==> config.mk <==
export PLATFORM = sky130hd
export DESIGN_NAME = dhcp_option_parser_flat
export DESIGN_NICKNAME = d
export VERILOG_FILES = /design/src/rtl/dhcpop_pkg.sv /design/src/rtl/dhcpop_in_if.sv /design/src/rtl/dhcpop_out_if.sv /design/src/rtl/dhcpop_step.sv /design/src/rtl/dhcp_option_parser.sv /design/src/flat_wrapper.sv
export VERILOG_INCLUDE_DIRS = /design/src /design/src/rtl
export SDC_FILE = /design/constraint.sdc
export NUM_CORES = 1
export LEC_CHECK = 0
export BUFFER_PORTS_ARGS = -buffer_cell sky130_fd_sc_hd__buf_2
export CORE_ASPECT_RATIO = 0.8
export CORE_MARGIN = 4
export CORE_UTILIZATION = 59
export DETAILED_ROUTE_END_ITERATION = 7
export PLACE_DENSITY = 0.91
export SLEW_MARGIN = 20
export SYNTH_ARGS = -nofsm -noshare
export SYNTH_HDL_FRONTEND = slang
export SYNTH_HIERARCHICAL = 1
export SYNTH_SLANG_ARGS = --single-unit
==> constraint.sdc <==
create_clock -name clk -period 10.1 [get_ports clk]
set_input_delay 1.01 -clock clk [delete_from_list [all_inputs] [get_ports clk]]
set_output_delay 1.01 -clock clk [all_outputs]
set_load 0.02 [all_outputs]
==> src/rtl/dhcp_option_parser_assert.svh <==
// assertion macros for the dhcp option parser
// used by the top level; relies on clk and rst in the including scope
`ifndef DHCP_OPTION_PARSER_ASSERT_SVH
`define DHCP_OPTION_PARSER_ASSERT_SVH

// same-cycle implication, disabled during reset
`define DHCPOP_ASSERT_IMP(lbl, ante, cons) \
  lbl: assert property (@(posedge clk) disable iff (rst) (ante) |-> (cons)) \
    else $error("dhcp option parser check failed");

// next-cycle implication, disabled during reset
`define DHCPOP_ASSERT_NEXT(lbl, ante, cons) \
  lbl: assert property (@(posedge clk) disable iff (rst) (ante) |=> (cons)) \
    else $error("dhcp option parser check failed");

`endif

==> src/rtl/dhcpop_pkg.sv <==
// shared types and constants of the dhcp option parser
// no dependencies
`default_nettype none

package dhcpop_pkg;

  // option codes
  localparam logic [7:0] OPT_PAD       = 8'h00;
  localparam logic [7:0] OPT_END       = 8'hFF;
  localparam logic [7:0] OPT_MASK      = 8'd1;
  localparam logic [7:0] OPT_ROUTER    = 8'd3;
  localparam logic [7:0] OPT_DNS       = 8'd6;
  localparam logic [7:0] OPT_NTP       = 8'd42;
  localparam logic [7:0] OPT_TYPE      = 8'd53;
  localparam logic [7:0] OPT_SERVER_ID = 8'd54;

  // value bytes kept per record
  localparam logic [2:0] VALUE_BYTES = 3'd4;

  typedef enum logic [3:0] {
    PH_CODE = 4'b0001,
    PH_LEN  = 4'b0010,
    PH_VAL  = 4'b0100,
    PH_DONE = 4'b1000
  } phase_t;

  typedef struct packed {
    phase_t      phase;
    logic [7:0]  cur_code;
    logic [7:0]  bytes_left;
    logic [2:0]  value_pos;
    logic [31:0] value_shift;
    logic [7:0]  type_reg;
    logic [31:0] mask_reg;
    logic [31:0] router_reg;
    logic [31:0] dns_reg;
    logic [31:0] ntp_reg;
    logic [31:0] server_reg;
    logic        server_flag;
    logic        ended_flag;
  } state_t;

  typedef struct packed {
    logic [7:0]  msg_type;
    logic [31:0] subnet_mask;
    logic [31:0] router_addr;
    logic [31:0] dns_addr;
    logic [31:0] ntp_addr;
    logic [31:0] server_ident;
    logic        server_found;
    logic        cut_short;
    logic        end_seen;
  } result_t;

  localparam state_t STATE_RESET = '{
    phase:       PH_CODE,
    cur_code:    8'h00,
    bytes_left:  8'h00,
    value_pos:   3'd0,
    value_shift: 32'h0,
    type_reg:    8'h00,
    mask_reg:    32'h0,
    router_reg:  32'h0,
    dns_reg:     32'h0,
    ntp_reg:     32'h0,
    server_reg:  32'h0,
    server_flag: 1'b0,
    ended_flag:  1'b0
  };

endpackage

`default_nettype wire

==> src/rtl/dhcpop_in_if.sv <==
// byte channel into the dhcp option parser
// no dependencies
`default_nettype none

interface dhcpop_in_if;
  logic       valid;
  logic       ready;
  logic [7:0] opt_byte;
  logic       last;

  modport source (output valid, output opt_byte, output last, input ready);
  modport sink   (input valid, input opt_byte, input last, output ready);
endinterface

`default_nettype wire

==> src/rtl/dhcpop_out_if.sv <==
// result channel out of the dhcp option parser
// no dependencies
`default_nettype none

interface dhcpop_out_if;
  logic        valid;
  logic        ready;
  logic [7:0]  msg_type;
  logic [31:0] subnet_mask;
  logic [31:0] router_addr;
  logic [31:0] dns_addr;
  logic [31:0] ntp_addr;
  logic [31:0] server_ident;
  logic        server_found;
  logic        cut_short;
  logic        end_seen;

  modport source (output valid, output msg_type, output subnet_mask, output router_addr,
                  output dns_addr, output ntp_addr, output server_ident,
                  output server_found, output cut_short, output end_seen, input ready);
  modport sink   (input valid, input msg_type, input subnet_mask, input router_addr,
                  input dns_addr, input ntp_addr, input server_ident,
                  input server_found, input cut_short, input end_seen, output ready);
endinterface

`default_nettype wire

==> src/rtl/dhcpop_step.sv <==
// one parse step: next parser state and result fields for one options byte
// depends on dhcpop_pkg
`default_nettype none

module dhcpop_step (
  input  dhcpop_pkg::state_t  cur,
  input  logic [7:0]          opt_byte,
  output dhcpop_pkg::state_t  nxt,
  output dhcpop_pkg::result_t res
);

  // store a finished record value into its option register
  function automatic dhcpop_pkg::state_t commit(input dhcpop_pkg::state_t s);
    dhcpop_pkg::state_t r;
    r = s;
    case (s.cur_code)
      dhcpop_pkg::OPT_TYPE:   r.type_reg   = s.value_shift[31:24];
      dhcpop_pkg::OPT_MASK:   r.mask_reg   = s.value_shift;
      dhcpop_pkg::OPT_ROUTER: r.router_reg = s.value_shift;
      dhcpop_pkg::OPT_DNS:    r.dns_reg    = s.value_shift;
      dhcpop_pkg::OPT_NTP:    r.ntp_reg    = s.value_shift;
      dhcpop_pkg::OPT_SERVER_ID: begin
        if (!s.server_flag) begin
          r.server_reg  = s.value_shift;
          r.server_flag = 1'b1;
        end
      end
      default: ;
    endcase
    return r;
  endfunction

  dhcpop_pkg::state_t st;
  logic [31:0]        merged;

  // big-endian placement of a value byte
  always_comb begin
    unique case (cur.value_pos[1:0])
      2'd0: merged = cur.value_shift | {opt_byte, 24'h0};
      2'd1: merged = cur.value_shift | {8'h0, opt_byte, 16'h0};
      2'd2: merged = cur.value_shift | {16'h0, opt_byte, 8'h0};
      2'd3: merged = cur.value_shift | {24'h0, opt_byte};
      default: merged = cur.value_shift;
    endcase
  end

  // record walk
  always_comb begin
    st = cur;
    unique case (cur.phase)
      dhcpop_pkg::PH_CODE: begin
        if (opt_byte == dhcpop_pkg::OPT_END) begin
          st.ended_flag = 1'b1;
          st.phase      = dhcpop_pkg::PH_DONE;
        end else if (opt_byte != dhcpop_pkg::OPT_PAD) begin
          st.cur_code = opt_byte;
          st.phase    = dhcpop_pkg::PH_LEN;
        end
      end
      dhcpop_pkg::PH_LEN: begin
        st.bytes_left  = opt_byte;
        st.value_pos   = 3'd0;
        st.value_shift = 32'h0;
        if (opt_byte == 8'h00) begin
          st       = commit(st);
          st.phase = dhcpop_pkg::PH_CODE;
        end else begin
          st.phase = dhcpop_pkg::PH_VAL;
        end
      end
      dhcpop_pkg::PH_VAL: begin
        // bytes past the fourth are skipped
        if (cur.value_pos < dhcpop_pkg::VALUE_BYTES) begin
          st.value_shift = merged;
          st.value_pos   = cur.value_pos + 3'd1;
        end
        st.bytes_left = cur.bytes_left - 8'd1;
        if (st.bytes_left == 8'h00) begin
          st       = commit(st);
          st.phase = dhcpop_pkg::PH_CODE;
        end
      end
      default: ;
    endcase
  end

  assign nxt = st;

  // result fields as seen after this byte
  always_comb begin
    res.msg_type     = st.type_reg;
    res.subnet_mask  = st.mask_reg;
    res.router_addr  = st.router_reg;
    res.dns_addr     = st.dns_reg;
    res.ntp_addr     = st.ntp_reg;
    res.server_ident = st.server_reg;
    res.server_found = st.server_flag;
    res.cut_short    = (st.phase == dhcpop_pkg::PH_LEN) || (st.phase == dhcpop_pkg::PH_VAL);
    res.end_seen     = st.ended_flag;
  end

endmodule

`default_nettype wire

==> src/rtl/dhcp_option_parser.sv <==
// dhcp option parser top level: input register, parse state, result register
// depends on dhcpop_pkg, dhcpop_in_if, dhcpop_out_if, dhcpop_step
`default_nettype none

// Walks the options area of a received DHCP message, one byte per transfer on
// opts, and gives one transfer on result for the byte marked last, holding the
// message type, subnet mask, router, DNS and NTP addresses, the first server
// identifier, and flags for a cut-off record and a seen end marker; the parser
// then starts over for the next message. Throughput is one byte per clock while
// the input does not stall: each byte is held in the input register, then a
// single parse step updates the state. The last byte passes through the input
// register and then sets the result register, which offers it on result.
// The input stalls only while a last byte waits in the input register and the
// previous result has not yet been taken.
module dhcp_option_parser (
  input  wire logic            clk,
  input  wire logic            rst,
  dhcpop_in_if.sink            opts,
  dhcpop_out_if.source         result
);

  // input register
  logic       s1_valid;
  logic [7:0] s1_byte;
  logic       s1_last;

  dhcpop_pkg::state_t  st;
  dhcpop_pkg::state_t  st_next;
  dhcpop_pkg::result_t res_next;
  dhcpop_pkg::result_t res;
  logic                res_valid;

  logic out_free;
  logic s1_fire;
  logic s1_adv;

  assign out_free = !res_valid || result.ready;
  assign s1_adv   = !s1_last || out_free;
  assign s1_fire  = s1_valid && s1_adv;
  assign opts.ready = !s1_valid || s1_adv;

  // capture incoming byte
  always_ff @(posedge clk) begin
    if (rst) begin
      s1_valid <= 1'b0;
    end else if (opts.ready) begin
      s1_valid <= opts.valid;
    end
  end

  always_ff @(posedge clk) begin
    if (opts.ready && opts.valid) begin
      s1_byte <= opts.opt_byte;
      s1_last <= opts.last;
    end
  end

  // parse step
  dhcpop_step u_step (
    .cur      (st),
    .opt_byte (s1_byte),
    .nxt      (st_next),
    .res      (res_next)
  );

  // parser state, cleared after each message
  always_ff @(posedge clk) begin
    if (rst) begin
      st <= dhcpop_pkg::STATE_RESET;
    end else if (s1_fire) begin
      st <= s1_last ? dhcpop_pkg::STATE_RESET : st_next;
    end
  end

  // result register
  always_ff @(posedge clk) begin
    if (rst) begin
      res_valid <= 1'b0;
    end else if (s1_fire && s1_last) begin
      res_valid <= 1'b1;
    end else if (result.ready) begin
      res_valid <= 1'b0;
    end
  end

  always_ff @(posedge clk) begin
    if (s1_fire && s1_last) begin
      res <= res_next;
    end
  end

  assign result.valid        = res_valid;
  assign result.msg_type     = res.msg_type;
  assign result.subnet_mask  = res.subnet_mask;
  assign result.router_addr  = res.router_addr;
  assign result.dns_addr     = res.dns_addr;
  assign result.ntp_addr     = res.ntp_addr;
  assign result.server_ident = res.server_ident;
  assign result.server_found = res.server_found;
  assign result.cut_short    = res.cut_short;
  assign result.end_seen     = res.end_seen;

  `include "dhcp_option_parser_assert.svh"

  // a finished message leaves the parser clean
  `DHCPOP_ASSERT_NEXT(a_clear_after_last, s1_fire && s1_last, (st.phase == dhcpop_pkg::PH_CODE) && !st.ended_flag && !st.server_flag)
  // the after-end phase is only reached through an end marker
  `DHCPOP_ASSERT_IMP(a_done_has_end, st.phase == dhcpop_pkg::PH_DONE, st.ended_flag)
  // value position saturates at four bytes
  `DHCPOP_ASSERT_IMP(a_pos_bound, 1'b1, st.value_pos <= dhcpop_pkg::VALUE_BYTES)
  // no server identifier without its found flag
  `DHCPOP_ASSERT_IMP(a_server_zero, res_valid && !res.server_found, res.server_ident == 32'h0)

endmodule

`default_nettype wire
==> src/flat_wrapper.sv <==
// flat-port wrapper written by rule: the top's interface ports become plain ports
module dhcp_option_parser_flat 
  (clk, rst, opts_valid, opts_opt_byte, opts_last, opts_ready, result_valid, result_msg_type, result_subnet_mask, result_router_addr, result_dns_addr, result_ntp_addr, result_server_ident, result_server_found, result_cut_short, result_end_seen, result_ready);
  dhcpop_in_if opts_i ();
  dhcpop_out_if result_i ();
  input  wire logic clk;
  input  wire logic rst;
  input wire logic [$bits(opts_i.valid)-1:0] opts_valid;
  input wire logic [$bits(opts_i.opt_byte)-1:0] opts_opt_byte;
  input wire logic [$bits(opts_i.last)-1:0] opts_last;
  output wire logic [$bits(opts_i.ready)-1:0] opts_ready;
  output wire logic [$bits(result_i.valid)-1:0] result_valid;
  output wire logic [$bits(result_i.msg_type)-1:0] result_msg_type;
  output wire logic [$bits(result_i.subnet_mask)-1:0] result_subnet_mask;
  output wire logic [$bits(result_i.router_addr)-1:0] result_router_addr;
  output wire logic [$bits(result_i.dns_addr)-1:0] result_dns_addr;
  output wire logic [$bits(result_i.ntp_addr)-1:0] result_ntp_addr;
  output wire logic [$bits(result_i.server_ident)-1:0] result_server_ident;
  output wire logic [$bits(result_i.server_found)-1:0] result_server_found;
  output wire logic [$bits(result_i.cut_short)-1:0] result_cut_short;
  output wire logic [$bits(result_i.end_seen)-1:0] result_end_seen;
  input wire logic [$bits(result_i.ready)-1:0] result_ready;
  assign opts_i.valid = opts_valid;
  assign opts_i.opt_byte = opts_opt_byte;
  assign opts_i.last = opts_last;
  assign opts_ready = opts_i.ready;
  assign result_valid = result_i.valid;
  assign result_msg_type = result_i.msg_type;
  assign result_subnet_mask = result_i.subnet_mask;
  assign result_router_addr = result_i.router_addr;
  assign result_dns_addr = result_i.dns_addr;
  assign result_ntp_addr = result_i.ntp_addr;
  assign result_server_ident = result_i.server_ident;
  assign result_server_found = result_i.server_found;
  assign result_cut_short = result_i.cut_short;
  assign result_end_seen = result_i.end_seen;
  assign result_i.ready = result_ready;
  dhcp_option_parser u_core (.clk(clk), .rst(rst), .opts(opts_i), .result(result_i));
endmodule
==> impl_metrics.ini, run 1 <==
[cells_and_area]
fillers = 2014
drive_above_1_share_pct = 20.90
syn_to_final_growth_pct = 5.755
fin_cells = 1787
regArea_um2 = 9950
final_nets = 1405
multi_input_area_um2 = 5485

[critical_path]
path_cells = nor4b_4 > o21a_1 > o21ai_1 > o2bb2ai_1 > a22o_1
cp_max_fo = 33
rrSetupSlack_ps = 6630
start_kind = flop
worstSetupPathType = flop to flop
crit_slowest_cell = o21a_1
reg2reg_depth = 5
slowest_delay_ps = 900
crit_path_end_kind = flop
critPathLaunch = u_core/st[223]
r2r-end = u_core/st[135]
crit-reg2reg-launch = u_core/st[223]
cp.required_ps = 10570
critPathArrivalTime_ps = 3940
crit_path_end = u_core/st[135]

[floorplan]
fp.dieH_um = 160.7
start_util_pct = 60.36
die_area_um2 = 31960
core-area_um2 = 28490
die_w_um = 198.9
io_pins = 186
rows = 55

[placement]
port_buffers = 185
dp_cells = 1715
place_congestion = 0.8491
dp_hpwl_um = 27510

[hold_path]
hp-class = flop to flop

[global_routing]
grt_start_max_net_pins = 226
grt_overflow = 0
grt_pass1_wl_um = 67710
antenna_found_initial = 1
grtUsageTotal_pct = 26.85
grt_pass1_vias = 11380

[synth]
synth.yosys.seq_area_share_pct = 57.86
async_flop_share_pct = 0
ys.flop_type = dfxtp_1
post_synth_num_cell_types = 65
synth_common_cells = a22o_1 (284), dfxtp_1 (227), edfxtp_1 (180)
synth.avg_cell_area_um2 = 12.09
yosysWarnings = 6
synth_edf_count = 180
synth_area_um2 = 17200
yosysMostFrequentCell = a22o_1
synth_nets = 1441
ys_ff_latch = 407
syn_inst = 1422
synthTopCellsByArea = edfxtp_1 (31%), dfxtp_1 (26%), a22o_1 (14%)
synth_top_area_share_pct = 31.43
yosys.area.top_type = edfxtp_1

[drt]
detail_route.wirelength_um = 44560
via_per_inst = 6.741
vias = 12050
drc = 0
wl_per_cell_um = 24.94
dr.pass1.iters = 5
drtAntennaViolNets = 0
drt_iter0_drc = 1799

[sta]
hold_viol = 0
rsz0062_at_grt = no
worst_slew_pin_slew_ps = 1317
fin_crit_sh_pct = 34.39
relSlewSlack_pct = 12.23
hold_slack_ps = 469.4
setup-tns-final_ps = 0
clock.fmax_mhz = 287.9
fin_skew_ps = 30.79
setup_viol = 0
period_needed_ps = 3473
maxSlewViolCount = 0

[power]
power.leakage_nw = 7.123
ir_drop_v = 0.0001084
pwr_density_cell_nw_per_um2 = 179.1

[clock_tree]
cts_root_buffer = clkbuf_16
postCtsHoldBufs = 0
cts_tree = yes
ctsResizeCount = 0
cts_buffers = 39
cts_htree_levels = 2
clock_latency_ps = 540
post_cts_buffers = 0
clock_sinks = 407
path_clk_slew_ps = 70
clockBufferDepth = 3

[flow_run]
cap_violations = 0

[outcome]
status = finished, final reports clean
[flip-flops by register name, summed over array words and instances (netlist names)]
register	cells
u_core/s1_last	1
u_core/result.subnet_mask	32
u_core/s1_valid	1
u_core/result.server_found	1
u_core/result.valid	1
u_core/result.server_ident	32
u_core/st	225
u_core/result.router_addr	32
u_core/result.msg_type	8
u_core/s1_byte	8
u_core/result.ntp_addr	32
u_core/result.end_seen	1
u_core/result.cut_short	1
u_core/result.dns_addr	32
[placed cells by master (no fill, tap or decap), types with 7 or more instances in the layout]
cell type | Yosys | routed
nand2_1 | 94 | 94
a21oi_2 | 10 | 10
a21oi_1 | 39 | 39
buf_2 | 54 | 185
inv_1 | 12 | 12
clkinv_2 | 0 | 7
dfxtp_1 | 227 | 227
clkbuf_16 | 0 | 39
o21a_1 | 9 | 9
a2bb2oi_1 | 8 | 8
a22o_1 | 284 | 284
nor2_1 | 29 | 28
o21ai_0 | 25 | 24
o21ai_1 | 11 | 11
edfxtp_1 | 180 | 180
and3_1 | 19 | 19
clkinv_1 | 0 | 9
o2bb2ai_1 | 89 | 89
nand3_1 | 10 | 10
[metal layers]
| layer | global-route usage [%] | part of all wire, % |
|---|---|---|
| met5 | 0 | 0.029 |
| met4 | 8.204 | 3.2 |
| met3 | 6.523 | 12 |
| met2 | 41.73 | 46 |
| met1 | 37.67 | 39 |
[critical path: cells and delay by family (launching register included)]
family | cells | cell delay, ps
compound gates | 4 | 2170
simple gates | 1 | 560
flops | 1 | 680
[cells by family (layout without fill, tap and decap cells)]
family	count (synthesis)	count (layout)	synth area share [%]
compound gates	510	510	24.21
xor+xnor	4	4	0.2475
fa+ha+maj	6	6	0.4366
buf+inv	280	274	10.42
flops	407	407	57.86
mux	1	1	0.05821
other cells	0	1	0
simple gates	214	214	6.767
[power breakdown]
part           total (W)  internal (W)  switching [W]
Combinational  0.0000914     0.0000224      0.0000689
Sequential       0.00174       0.00173      0.0000153
Clock            0.00142      0.000797       0.000626
[layout make-up]
type / instances / share of cell area, %
multi-input combinational: 735 / 30.16
clock inverter: 23 / 0.9977
antenna: 1 / 0.01376
tap: 370 / 2.546
sequential: 407 / 54.71
inverter: 12 / 0.2477
timing repair buffer: 191 / 5.546
clock buffer: 48 / 5.773
[worst min path at each step]
stage                       start  slack (ps)  depth (start not counted)             to
detailed placement  u_core/st[12]         460                          1  u_core/st[12]
finish               u_core/st[0]         470                          1   u_core/st[0]
global route        u_core/st[40]         490                          1  u_core/st[40]
CTS                  u_core/st[0]         480                          1   u_core/st[0]
global placement     u_core/st[0]         450                          1   u_core/st[0]
floorplan            u_core/st[0]         430                          1   u_core/st[0]
[stage by stage]
step | setup slack, ps | util (%) | cell area [um2] | total power [W]
floorplan | 1227 | - | 17200 | 0.001842
global route | 6422 | 63.82 | 18180 | 0.003350
finish | 6627 | 63.83 | 18180 | 0.003256
CTS | 6762 | 63.82 | 18180 | 0.003269
detailed placement | 6765 | 59.50 | 16950 | 0.001867
global placement | 6668 | 59.43 | 16930 | 0.001865
(Power assumes the default switching activity.)
==> run 2, diff against run 1 <==
- CORE_UTILIZATION: 59 -> 53
- PLACE_DENSITY: 0.91 -> 0.87
- clock period: 10.1 -> 2.8 ns (I/O delays scaled with it)
==> impl_metrics.ini, run 2 (same netlist as run 1, synthesis figures left out) <==
[cells_and_area]
regMostFlops = u_core/st
final_nets = 1487
drive_above_1_share_pct = 25.15
layout_commonest_cell = a22o_1
mostFrequentLayoutCells = a22o_1 (284), dfxtp_1 (226), buf_2 (185)
antenna_cells = 0
largest_register_ffs = 225
fin_cells = 1919
final_cell_area_um2 = 19190
syn_to_final_growth_pct = 11.59
final_core_util_pct = 60.51

[floorplan]
fp.dieH_um = 169.1
start_util_pct = 54.22
die_area_um2 = 35410
die_w_um = 209.4
io_pins = 186
core-area_um2 = 31710
rows = 58

[clock_tree]
cts_buffers = 39
cts_tree = yes
clockBufferDepth = 3
cts_htree_levels = 2
cts_root_buffer = clkbuf_16
clock_latency_ps = 550
clock_sinks = 407
path_clk_slew_ps = 60

[critical_path]
crit_family = compound AO/OA/AOI/OAI gates
worstSetupPathType = flop to flop
start_kind = flop
cp_max_fo = 24
critPathArrivalTime_ps = 3120
cp.required_ps = 3220
cp.buffers_inverters = 2
slowest_delay_ps = 500
crit_slowest_cell = o21ai_1
path_cells = inv_1 > ha_1 > or2_2 > o21a_1 > buf_12 > o21ai_1 > o2bb2ai_1 > a22o_1
crit_path_end_kind = flop

[drt]
vias = 12470
wl_per_cell_um = 24.40
drt_iter0_drc = 1560
dr.pass1.iters = 7
detail_route.wirelength_um = 46830
via_per_inst = 6.496
drc = 0
drtAntennaViolNets = 0

[global_routing]
antenna_found_initial = 2
grt_start_max_net_pins = 72
grt_overflow = 0
grt_pass1_vias = 11850
grt_pass1_wl_um = 71110
grtUsageTotal_pct = 25.25

[sta]
maxSlewViolCount = 0
clock.fmax_mhz = 371.5
hold_viol = 0
period_needed_ps = 2692
fin_crit_sh_pct = 96.14
relSlewSlack_pct = 37.14
rsz0062_at_grt = no
worst_slew_pin_slew_ps = 936.7
fin_skew_ps = 19.50
setup_viol = 0

[hold_path]
hp-class = primary input to flop

[power]
ir_drop_v = 0.0003998
pwr_density_cell_nw_per_um2 = 644.8
p_total_w = 0.01237
power.leakage_nw = 7.647

[placement]
port_buffers = 185
place_congestion = 0.8829
dp_hpwl_um = 29570
dp_cells = 1834
place_area_um2 = 17640

[outcome]
status = finished, final reports clean

[flow_run]
cap_violations = 0
run 2: changes by cell type in the layout (fill, tap and decap cells not counted), moves of 3 or more:
cell and change:
buf_4 +62, buf_12 +9, bufinv_16 +4, clkinv_2 -3, clkbuf_1 +3, dlygate4sd3_1 +11, clkinv_1 -6, clkbuf_8 +4
run 2: power by group:
group	internal, W	switching [W]	total, W
clock	0.00342	0.00229	0.00571
sequential	0.00623	0.0000304	0.00626
combinational	0.000116	0.000289	0.000405
run 2: per-stage QoR:
stage	setup TNS, ps	hold slack [ps]	setup WS [ps]
2_1_floorplan	-109690	341.7	-641.4
3_3_place_gp	0	449.2	238.5
3_5_place_dp	0	454.9	144.9
4_1_cts	0	90.98	71.58
5_1_grt	0	110.4	4.431
6_report	0	116.4	108.2
run 2: tightest hold or removal path, delay by kind of cell:
family	cells	cell delay [ps]
compound gates	1	70
buf+inv	1	110
simple gates	2	140
run 2: final cells by class:
| type | instances | area (um2) |
|---|---|---|
| fill | 2327 | 12520 |
| tap | 420 | 525.5 |
| timing repair buffer | 273 | 1764 |
| multi-input combinational | 735 | 5502 |
| sequential | 407 | 9951 |
| clock buffer | 56 | 1141 |
| inverter | 12 | 45.04 |
| clock inverter | 16 | 260.3 |
run 2: worst paths after layout:
path	from	end	slack (ps)	cells past startpoint
hold reg to reg	u_core/st[0]	u_core/st[0]	470	1
setup / recovery	u_core/st[202]	u_core/st[150]	110	8
hold / removal	result_ready	u_core/s1_valid	120	4
setup reg to reg	u_core/st[202]	u_core/st[150]	110	8
run 2: what timing repair did:
item | 4_1_cts | 5_1_grt
hold buffers | 11 | 0
resized for setup | 0 | 3
setup endpoints to repair | 0 | 71
setup buffers | 0 | 2
endpoints found under the hold margin | 11 | 0
run 2: layer usage:
| layer | up-vias | track usage (%) | part of all wire [%] | routed length, um |
|---|---|---|---|---|
| li1 | 5354 | - | - | - |
| met1 | 6068 | 34.72 | 39 | 18110 |
| met2 | 876 | 39.71 | 45 | 21150 |
| met3 | 166 | 6.300 | 12 | 5783 |
| met4 | 2 | 8.338 | 3.8 | 1769 |
| met5 | - | 0 | 0.028 | 13 |
